==> config.mk <==
export PLATFORM = sky130hd
export DESIGN_NAME = quad_dds_toggle_generator
export DESIGN_NICKNAME = d
export VERILOG_FILES = /design/src/rtl/qdds_pkg.sv /design/src/rtl/qdds_step.sv /design/src/rtl/qdds_channel.sv /design/src/rtl/quad_dds_toggle_generator.sv
export VERILOG_INCLUDE_DIRS = /design/src /design/src/rtl
export SDC_FILE = /design/constraint.sdc
export NUM_CORES = 2
export LEC_CHECK = 0
export BUFFER_PORTS_ARGS = -buffer_cell sky130_fd_sc_hd__buf_2
export CAP_MARGIN = 10
export CORE_ASPECT_RATIO = 0.6
export CORE_MARGIN = 2
export CORE_UTILIZATION = 30
export CTS_CLUSTER_SIZE = 40
export DETAILED_ROUTE_END_ITERATION = 16
export PLACE_DENSITY = 0.44
export SETUP_SLACK_MARGIN = 0.02
export SYNTH_ARGS = -nofsm -noshare
export SYNTH_HDL_FRONTEND = slang
export SYNTH_SLANG_ARGS = --single-unit
export TNS_END_PERCENT = 5
==> constraint.sdc <==
create_clock -name clock -period 10.8 [get_ports clock]
set_input_delay 0.54 -clock clock [delete_from_list [all_inputs] [get_ports clock]]
set_output_delay 0.54 -clock clock [all_outputs]
set_load 0.05 [all_outputs]
==> src/rtl/quad_dds_toggle_generator_assert.svh <==
// assertion macros used by the toggle generator top level
`ifndef QUAD_DDS_TOGGLE_GENERATOR_ASSERT_SVH
`define QUAD_DDS_TOGGLE_GENERATOR_ASSERT_SVH

`ifndef SYNTHESIS

// same-cycle implication, checked out of reset
`define QDDS_ASSERT_NOW(label, clk, rst, cond, prop) \
   label: assert property (@(posedge clk) disable iff (rst) (cond) |-> (prop)) \
      else $error("qdds assertion failed");

// next-cycle implication, checked out of reset
`define QDDS_ASSERT_NEXT(label, clk, rst, cond, prop) \
   label: assert property (@(posedge clk) disable iff (rst) (cond) |=> (prop)) \
      else $error("qdds assertion failed");

`else

`define QDDS_ASSERT_NOW(label, clk, rst, cond, prop)
`define QDDS_ASSERT_NEXT(label, clk, rst, cond, prop)

`endif

`endif

==> src/rtl/qdds_pkg.sv <==
// types and constants of the quad toggle generator
`timescale 1ns / 1ps

package qdds_pkg;

   localparam int CHANNELS         = 4;
   localparam int RAW_WIDTH        = 16;
   localparam int STEP_WIDTH       = 17;
   localparam int PHASE_WIDTH      = 32;
   localparam int MASK_WIDTH       = 16;
   localparam int WORD_WIDTH       = 2 * MASK_WIDTH;
   localparam int TOGGLES_PER_TURN = 48;

   typedef logic [RAW_WIDTH-1:0]   raw_type;
   typedef logic [STEP_WIDTH-1:0]  step_type;
   typedef logic [PHASE_WIDTH-1:0] phase_type;
   typedef logic [MASK_WIDTH-1:0]  mask_type;
   typedef logic [WORD_WIDTH-1:0]  word_type;
   typedef logic [1:0]             csr_index_type;
   typedef logic [CHANNELS-1:0]    levels_type;

   // configuration register indexes
   localparam csr_index_type CSR_PIN_MASK_0 = 2'd0;
   localparam csr_index_type CSR_PIN_MASK_1 = 2'd1;
   localparam csr_index_type CSR_PIN_MASK_2 = 2'd2;
   localparam csr_index_type CSR_PIN_MASK_3 = 2'd3;

   // pin mask reset values
   localparam mask_type PIN_MASK_0_RESET = 16'h0100;
   localparam mask_type PIN_MASK_1_RESET = 16'h8000;
   localparam mask_type PIN_MASK_2_RESET = 16'h0001;
   localparam mask_type PIN_MASK_3_RESET = 16'h0040;

   // one toggle interval, 2^32 / toggles per turn, wrapped to 32 bits
   localparam logic [63:0] TOGGLE_INTERVAL_FULL = (64'd1 << 32) / 64'(TOGGLES_PER_TURN);
   localparam phase_type   TOGGLE_INTERVAL      = TOGGLE_INTERVAL_FULL[PHASE_WIDTH-1:0];

   // step = floor(raw * 2^32 / 3e9) as raw * ceil(2^71 / 3e9) >> 39,
   // exact over the whole 16-bit raw range
   localparam int          STEP_SHIFT     = 39;
   localparam logic [95:0] STEP_MULT_FULL =
      ((96'd1 << (32 + STEP_SHIFT)) + 96'd2999999999) / 96'd3000000000;
   localparam int          MULT_HALF      = 20;
   localparam logic [MULT_HALF-1:0] STEP_MULT_LO = STEP_MULT_FULL[MULT_HALF-1:0];
   localparam logic [MULT_HALF-1:0] STEP_MULT_HI = STEP_MULT_FULL[2*MULT_HALF-1:MULT_HALF];

   // per-channel status toward the result word
   typedef struct packed {
      logic level;
      logic drive_high;
   } chan_status_type;

endpackage

==> src/rtl/qdds_step.sv <==
// speed to phase step conversion by reciprocal multiply
`timescale 1ns / 1ps

module qdds_step (
   input  qdds_pkg::raw_type  raw_speed,
   output qdds_pkg::step_type step
);

   localparam int ProdWidth = qdds_pkg::RAW_WIDTH + qdds_pkg::MULT_HALF;
   localparam int SumWidth  = ProdWidth + qdds_pkg::MULT_HALF;

   logic [ProdWidth-1:0] prod_lo;
   logic [ProdWidth-1:0] prod_hi;
   logic [SumWidth-1:0]  prod_sum;

   // two 16 by 20 partial products of the constant reciprocal
   assign prod_lo = ProdWidth'(raw_speed) * ProdWidth'(qdds_pkg::STEP_MULT_LO);
   assign prod_hi = ProdWidth'(raw_speed) * ProdWidth'(qdds_pkg::STEP_MULT_HI);

   assign prod_sum = (SumWidth'(prod_hi) << qdds_pkg::MULT_HALF) + SumWidth'(prod_lo);

   assign step = prod_sum[qdds_pkg::STEP_SHIFT +: qdds_pkg::STEP_WIDTH];

endmodule

==> src/rtl/qdds_channel.sv <==
// one channel: phase accumulator, edge tracker and toggle level
`timescale 1ns / 1ps

module qdds_channel (
   input  logic                      clock,
   input  logic                      reset,
   input  logic                      advance,
   input  qdds_pkg::step_type        step,
   output qdds_pkg::chan_status_type status
);

   qdds_pkg::phase_type phase_ff, phase_in;
   qdds_pkg::phase_type edge_ff, edge_in;
   logic                level_ff, level_in;

   qdds_pkg::phase_type phase_sum;
   qdds_pkg::phase_type phase_diff;
   logic                active;
   logic                crossed;

   // phase advance and signed edge compare
   always_comb begin
      active     = (step != '0);
      phase_sum  = phase_ff + qdds_pkg::PHASE_WIDTH'(step);
      phase_diff = phase_sum - edge_ff;
      crossed    = active && !phase_diff[qdds_pkg::PHASE_WIDTH-1];
   end

   // next state, frozen while stopped
   always_comb begin
      phase_in = phase_ff;
      edge_in  = edge_ff;
      level_in = level_ff;
      if (active) begin
         phase_in = phase_sum;
      end
      if (crossed) begin
         edge_in  = edge_ff + qdds_pkg::TOGGLE_INTERVAL;
         level_in = ~level_ff;
      end
   end

   always_ff @(posedge clock) begin
      if (reset) begin
         phase_ff <= '0;
         edge_ff  <= qdds_pkg::TOGGLE_INTERVAL;
         level_ff <= 1'b0;
      end else if (advance) begin
         phase_ff <= phase_in;
         edge_ff  <= edge_in;
         level_ff <= level_in;
      end
   end

   // level after this tick; a stopped channel drives low
   assign status.level      = level_in;
   assign status.drive_high = active && level_in;

endmodule

==> src/rtl/quad_dds_toggle_generator.sv <==
// top level of the four-channel square-wave toggle generator
`timescale 1ns / 1ps
`include "quad_dds_toggle_generator_assert.svh"

// Four-channel phase-accumulator square-wave generator.
// Request channel: one beat per sample tick with four raw speeds
// (req_raw_speed_0..3), handshake req_valid / req_stall.
// Response channel: one beat per request with the set/reset word and the
// stored channel levels, handshake rsp_valid / rsp_stall.
// Configuration: csr_write_enable writes csr_write_data into pin mask
// csr_index at the clock edge; write only while no beat is in flight.
// Pipeline: a taken request loads the step stage and moves on to the response
// register when that register is empty or its beat is taken. The first stage
// registers the phase steps from a constant reciprocal multiply, the
// second updates the channel state and loads the response register.
// Throughput: one beat per cycle while the response is not stalled.
// A stalled response holds its beat; one more request is taken into the
// step stage, then req_stall rises until the response moves.
// Reset: synchronous, clears the valid bits of both stages, sets phases
// to zero, edges to one toggle interval, levels low and pin masks to their defaults.

module quad_dds_toggle_generator (
   input  logic                    clock,
   input  logic                    reset,
   input  logic                    req_valid,
   output logic                    req_stall,
   input  qdds_pkg::raw_type       req_raw_speed_0,
   input  qdds_pkg::raw_type       req_raw_speed_1,
   input  qdds_pkg::raw_type       req_raw_speed_2,
   input  qdds_pkg::raw_type       req_raw_speed_3,
   output logic                    rsp_valid,
   input  logic                    rsp_stall,
   output qdds_pkg::word_type      rsp_set_reset_word,
   output qdds_pkg::levels_type    rsp_channel_levels,
   input  logic                    csr_write_enable,
   input  qdds_pkg::csr_index_type csr_index,
   input  qdds_pkg::mask_type      csr_write_data
);

   qdds_pkg::raw_type         raw_speed [qdds_pkg::CHANNELS];
   qdds_pkg::step_type        step_calc [qdds_pkg::CHANNELS];
   qdds_pkg::step_type        step_ff   [qdds_pkg::CHANNELS];
   qdds_pkg::chan_status_type status    [qdds_pkg::CHANNELS];
   qdds_pkg::mask_type        pin_mask_ff [qdds_pkg::CHANNELS];

   logic                 step_valid_ff, step_valid_in;
   logic                 rsp_valid_ff, rsp_valid_in;
   qdds_pkg::word_type   word_ff, word_in;
   qdds_pkg::levels_type levels_ff, levels_in;

   logic req_take;
   logic stage_move;

   assign raw_speed[0] = req_raw_speed_0;
   assign raw_speed[1] = req_raw_speed_1;
   assign raw_speed[2] = req_raw_speed_2;
   assign raw_speed[3] = req_raw_speed_3;

   // pipeline flow control
   assign stage_move    = step_valid_ff && (!rsp_valid_ff || !rsp_stall);
   assign req_stall     = step_valid_ff && !stage_move;
   assign req_take      = req_valid && !req_stall;
   assign step_valid_in = req_take || (step_valid_ff && !stage_move);
   assign rsp_valid_in  = stage_move || (rsp_valid_ff && rsp_stall);

   always_ff @(posedge clock) begin
      if (reset) begin
         step_valid_ff <= 1'b0;
         rsp_valid_ff  <= 1'b0;
      end else begin
         step_valid_ff <= step_valid_in;
         rsp_valid_ff  <= rsp_valid_in;
      end
   end

   // pin mask registers
   always_ff @(posedge clock) begin
      if (reset) begin
         pin_mask_ff[0] <= qdds_pkg::PIN_MASK_0_RESET;
         pin_mask_ff[1] <= qdds_pkg::PIN_MASK_1_RESET;
         pin_mask_ff[2] <= qdds_pkg::PIN_MASK_2_RESET;
         pin_mask_ff[3] <= qdds_pkg::PIN_MASK_3_RESET;
      end else if (csr_write_enable) begin
         case (csr_index)
            qdds_pkg::CSR_PIN_MASK_0: pin_mask_ff[0] <= csr_write_data;
            qdds_pkg::CSR_PIN_MASK_1: pin_mask_ff[1] <= csr_write_data;
            qdds_pkg::CSR_PIN_MASK_2: pin_mask_ff[2] <= csr_write_data;
            qdds_pkg::CSR_PIN_MASK_3: pin_mask_ff[3] <= csr_write_data;
            default: ;
         endcase
      end
   end

   // step stage and channel state per channel
   for (genvar c = 0; c < qdds_pkg::CHANNELS; c++) begin : g_chan
      qdds_step u_step (
         .raw_speed (raw_speed[c]),
         .step      (step_calc[c])
      );

      always_ff @(posedge clock) begin
         if (req_take) begin
            step_ff[c] <= step_calc[c];
         end
      end

      qdds_channel u_channel (
         .clock   (clock),
         .reset   (reset),
         .advance (stage_move),
         .step    (step_ff[c]),
         .status  (status[c])
      );
   end

   // set/reset word and level bits
   always_comb begin
      word_in   = '0;
      levels_in = '0;
      for (int c = 0; c < qdds_pkg::CHANNELS; c++) begin
         if (status[c].drive_high) begin
            word_in = word_in | qdds_pkg::WORD_WIDTH'(pin_mask_ff[c]);
         end else begin
            word_in = word_in | (qdds_pkg::WORD_WIDTH'(pin_mask_ff[c]) << qdds_pkg::MASK_WIDTH);
         end
         levels_in[c] = status[c].level;
      end
   end

   // response register
   always_ff @(posedge clock) begin
      if (stage_move) begin
         word_ff   <= word_in;
         levels_ff <= levels_in;
      end
   end

   assign rsp_valid          = rsp_valid_ff;
   assign rsp_set_reset_word = word_ff;
   assign rsp_channel_levels = levels_ff;

   // pipeline checks
   `QDDS_ASSERT_NOW(a_stall_needs_beat, clock, reset, req_stall, step_valid_ff && rsp_valid_ff)
   `QDDS_ASSERT_NEXT(a_move_loads_rsp, clock, reset, stage_move, rsp_valid_ff)
   `QDDS_ASSERT_NOW(a_free_rsp_no_stall, clock, reset, !rsp_valid_ff, !req_stall)
   `QDDS_ASSERT_NEXT(a_take_fills_step, clock, reset, req_take, step_valid_ff)

endmodule
# Word-level counts from Yosys, hierarchy flattened
# Memory sizes are Yosys's and may differ from the RTL's.
# Index checks and enable logic that the tools add are counted.
word_totals:
  reg_bits: 298
  ramBits: 132
  in_bits: 87
  word_cells: 127
  mem_count: 2
mem_list:
  columns: ["name", "words", "word_bits", "rd", "rd_clocked_by_memory_dff", "wr", "line_no", "rtl"]
  rows:
  - ["step_ff", 4, 17, 4, 0, 4, "quad_dds_toggle_generator.sv:42", "qdds_pkg::step_type step_ff [qdds_pkg::CHANNELS];"]
  - ["pin_mask_ff", 4, 16, 4, 0, 4, "quad_dds_toggle_generator.sv:44", "qdds_pkg::mask_type pin_mask_ff [qdds_pkg::CHANNELS];"]
op_classes:
  addsub: 16
  mul: 8
  eq_ne: 3
  n_mux: 32
  n_bitwise: 14
  n_reduce_logical: 36
ops:
  columns: ["operator", "count"]
  rows:
  - ["$mul 16x20->36 const B", 8]
  - ["$add 56x36->56", 4]
  - ["$add 32x17->32", 4]
  - ["$add 32x27->32 const B", 4]
  - ["$mux 32", 4]
  - ["$sub 32x32->32", 4]
  - ["$or 32x16->32", 3]
  - ["$or 32x32->32", 3]
  - ["$reduce_bool 17->1", 4]
  - ["$mux 16", 4]
  - ["$mux 1", 24]
  - ["$reduce_and 2->1", 8]
  - ["$logic_and 1x1->1", 12]
  - ["$logic_not 1->1", 8]
  - ["$eq 2x2->1 const B", 2]
  - ["$not 1->1", 4]
  - ["$or 1x1->1", 4]
  - ["$logic_or 1x1->1", 3]
  - ["$eq 2x1->1 const B", 1]
  - ["$logic_not 2->1", 1]

# Longest topological paths before layout
logic_depth:
  ltp_word: 13
  mapped_depth: 34
  mapped_depth_nobuf: 34

# Cells and area by module
# A second synthesis with hierarchy kept.
unflattened:
  hier_cells: 7400
  hier_area_um2: 68315.5
by_module_without_submodules:
  columns: ["module", "instances", "cells_each", "area_each_um2"]
  rows:
  - ["qdds_channel (g_chan[0].u_channel ...)", 3, 634, 4942.2]
  - ["qdds_step (g_chan[2].u_step)", 1, 1136, 10679.0]
  - ["qdds_step (g_chan[1].u_step)", 1, 1126, 10566.4]
  - ["qdds_step (g_chan[0].u_step)", 1, 1108, 10462.5]
  - ["qdds_step (g_chan[3].u_step)", 1, 1092, 10462.5]
  - ["quad_dds_toggle_generator", 1, 397, 6515.0]
  - ["qdds_channel (g_chan[1].u_channel)", 1, 639, 4803.4]

# Worst setup path after synthesis
# OpenSTA, ideal clock, no wires.
synth_timing:
  path_type: "input to register"
  startpoint: "input req_raw_speed_2[11]"
  endpoint: "memory step_ff[2][16] in the netlist's numbering, data pin"
  arrival_ns: 7.401
  required_ns: 10.542
  path_slack_ns: 3.142
  stages: 29
  path_buffers: 1
  cell_sequence: "ha_1 -> ha_1 -> ha_1 -> inv_1 -> fa_1 -> fa_1 -> inv_1 -> fa_1 -> ha_1 -> buf_2 -> a21o_1 -> a31o_2 -> a21oi_1 -> nand2_1 -> xor2_1 -> fa_1 -> ha_1 -> ha_1 -> nand4_1 -> nor3_1 -> nand3_1 -> a211oi_1 -> o32ai_1 -> or4b_1 -> and4b_1 -> and2b_1 -> and4_1 -> nand4_1 -> xnor2_1"
synth_lines:
  columns: ["element", "line_no", "rtl"]
  rows:
  - ["from (decl)", "quad_dds_toggle_generator.sv:29", "input qdds_pkg::raw_type req_raw_speed_2,"]
  - ["to (decl)", "quad_dds_toggle_generator.sv:42", null]

==> results.toml <==
[die]
initial_core_util = 0.302
die_width_um = 610
die_area_mm2 = 0.224
core.rowCount = 133
die_height_um = 367
core_region_area_mm2 = 0.219
io_pins = 125

[global_routing]
grt_pass1_wl_mm = 304
grtUsageMet2 = 0.223
grt_pass1_vias = 49865
globalRoute.busiestLayer = "met1"
grt-ovfl-total = 0
track_usage = 0.175
gr-usage-met3 = 0.0363
grt_max_degree = 71
grt_antenna_before_repair = 4
grt_util_met1 = 0.297

[critical_path]
slowest_stage = "a32oi_1"
crit_buf_inv = 3
critPathKind = "in -> reg"
critical_path.top_delay_family = "adder cells"
critPathLaunchType = "primary input"
slowest_delay_ns = 0.59
end_kind = "register"
worstPathArrival_ns = 8.67
crit_required_ns = 11.16
path_max_fanout = 9

[yosys]
synthCells = 7130
synth_area_mm2 = 0.0661
yosysSeqAreaShare = 0.156
synth_edf_count = 168
yosys_most_used_dff = "dfxtp_1"
synth.largest_area_cell = "ha_1"
ys_warn_count = 0
netlist-cell-type-count = 97
synth_top_cell_area_share = 0.252
async_flop_share = 0
synth_seq_cells = 430
avgSynthCellArea_um2 = 9.27
syn-num-nets = 9276
synth_area_leaders = "ha_1, fa_1, inv_1"

[sta]
slew_headroom = 0.256
rsz0062_at_grt = "no"
fmax_mhz = 120
hold_violations = 0
report.final.slew_viol_count = 0
period_minus_slack_ns = 8.31
tns_ns = 0
fin_skew_ns = 0.0408
fin_ws_ns = 2.49
fin_crit_sh = 0.769
tightestPinTransition_ns = 1.11
setup_viol_count_final = 0
whs_ns = 0.230

[clock_tree]
clk_latency_ns = 0.63
cts_hold_buf = 0
cts_sinks = 430
clockBufferDepth = 3
clkSlewWorstSetupHoldPaths_ns = 0.07
cts_buffers = 45
clock_tree.root_cell = "clkbuf_16"
tritoncts = "yes"
cts.htree.levels = 2
post-cts-setup-buffers = 0
cts_resized = 0

[final_layout]
post-route-util = 0.328
drive_gt1_frac = 0.0443
fillers = 22712
final_cell_mix = "inv_1, ha_1, fa_1"
syn_to_final_growth_pct = 8.75
fin_nets = 9357
layout_commonest_cell = "inv_1"
fin_cells = 10152
stdcell_area_mm2 = 0.0718

[detailed_routing]
final_antenna_net_count = 0
wirelength_mm = 194
vias = 49261
avgRoutedWirePerCell_um = 19.1
vias_per_cell = 4.85
dr.pass1.iters = 5
dr.first_iter.drc_count = 3359
route.detailed.drc = 0

[worst_hold_path]
hp-class = "in -> reg"

[power]
total_power_mw = 23.5
ir_worst_vdd_mv = 0.192
p_per_area_mw_per_mm2 = 328
p_leak_nw = 35.5

[placed_design]
dp_slack_ns = 1.92
dpl.hpwl_mm = 163
numPortBuffers = 124
dp_cells = 10066
dpl_cell_area_mm2 = 0.0702
place.gp.congestion = 0.923

[outcome]
status = "complete, no violations"

[run]
cap_violations = 0
## area by class of cell
class	instances	area, um^2	area share
Multi-Input combinational cell	5161	50100	0.697
Clock buffer	53	1190	0.0165
Antenna cell	2	5.00	0.0000697
Tap cell	2902	3630	0.0505
Timing Repair Buffer	163	922	0.0128
Inverter	1410	5290	0.0737
Clock inverter	31	459	0.00639
Sequential cell	430	10300	0.143
## power breakdown
group	switching [mW]	internal, mW
Clock	0.757	1.04
Sequential	0.178	2.21
Combinational	11.7	7.69
## registers in the layout (all words and copies together) (netlist names)
| name | count |
|---|---|
| g_chan.u_channel.level_ff | 4 |
| g_chan.u_channel.phase_ff | 128 |
| rsp_channel_levels | 4 |
| pin_mask_ff | 64 |
| rsp_valid | 1 |
| step_valid_ff | 1 |
| g_chan.u_channel.edge_ff | 128 |
| step_ff | 68 |
| rsp_set_reset_word | 32 |
## Yosys cell counts, drive strengths merged, types with 20 or more instances
cell and number:
inv 1410, xor2 126, ha 1329, dfxtp 262, and2 78, nor3b 27, clkbuf 110, edfxtp 168
a31oi 25, nand2b 34, a22oi 32, xnor2 267, o21ai 244, a211oi 44, o21a 53, fa 730
nor2 319, or3 66, o31ai 23, nand4 90, a21oi 369, nand3 172, a31o 21, o21bai 20
o211ai 40, and3 41, nor3 111, nor4 42, a21o 182, nand2 398, nor2b 36
## metal layers
layer | vias to the layer above | wire (um)
met4 | 4 | 1060
li1 | 24135 | -
met2 | 976 | 68200
met5 | - | 133
met1 | 24068 | 111000
met3 | 78 | 12800
## worst paths after layout
path | start | endpoint | slack (ns) | cells past startpoint
setup / recovery | req_raw_speed_0[13] | step_ff[0][16] | 2.49 | 27
hold / removal | csr_write_data[12] | pin_mask_ff[2][12] | 0.23 | 2
setup reg to reg | step_ff[0][0] | rsp_set_reset_word[4] | 2.86 | 29
hold reg to reg | g_chan[2].u_channel.phase_ff[12] | g_chan[2].u_channel.phase_ff[12] | 0.46 | 2
## logic make-up after synthesis
logic type      share of synthesized area
compound gates                      0.115
xor+xnor                           0.0529
fa+ha+maj                           0.473
buf+inv                            0.0879
flops                               0.156
mux                               0.00275
simple gates                        0.113
No activity file was read; power rests on OpenSTA's default activity.
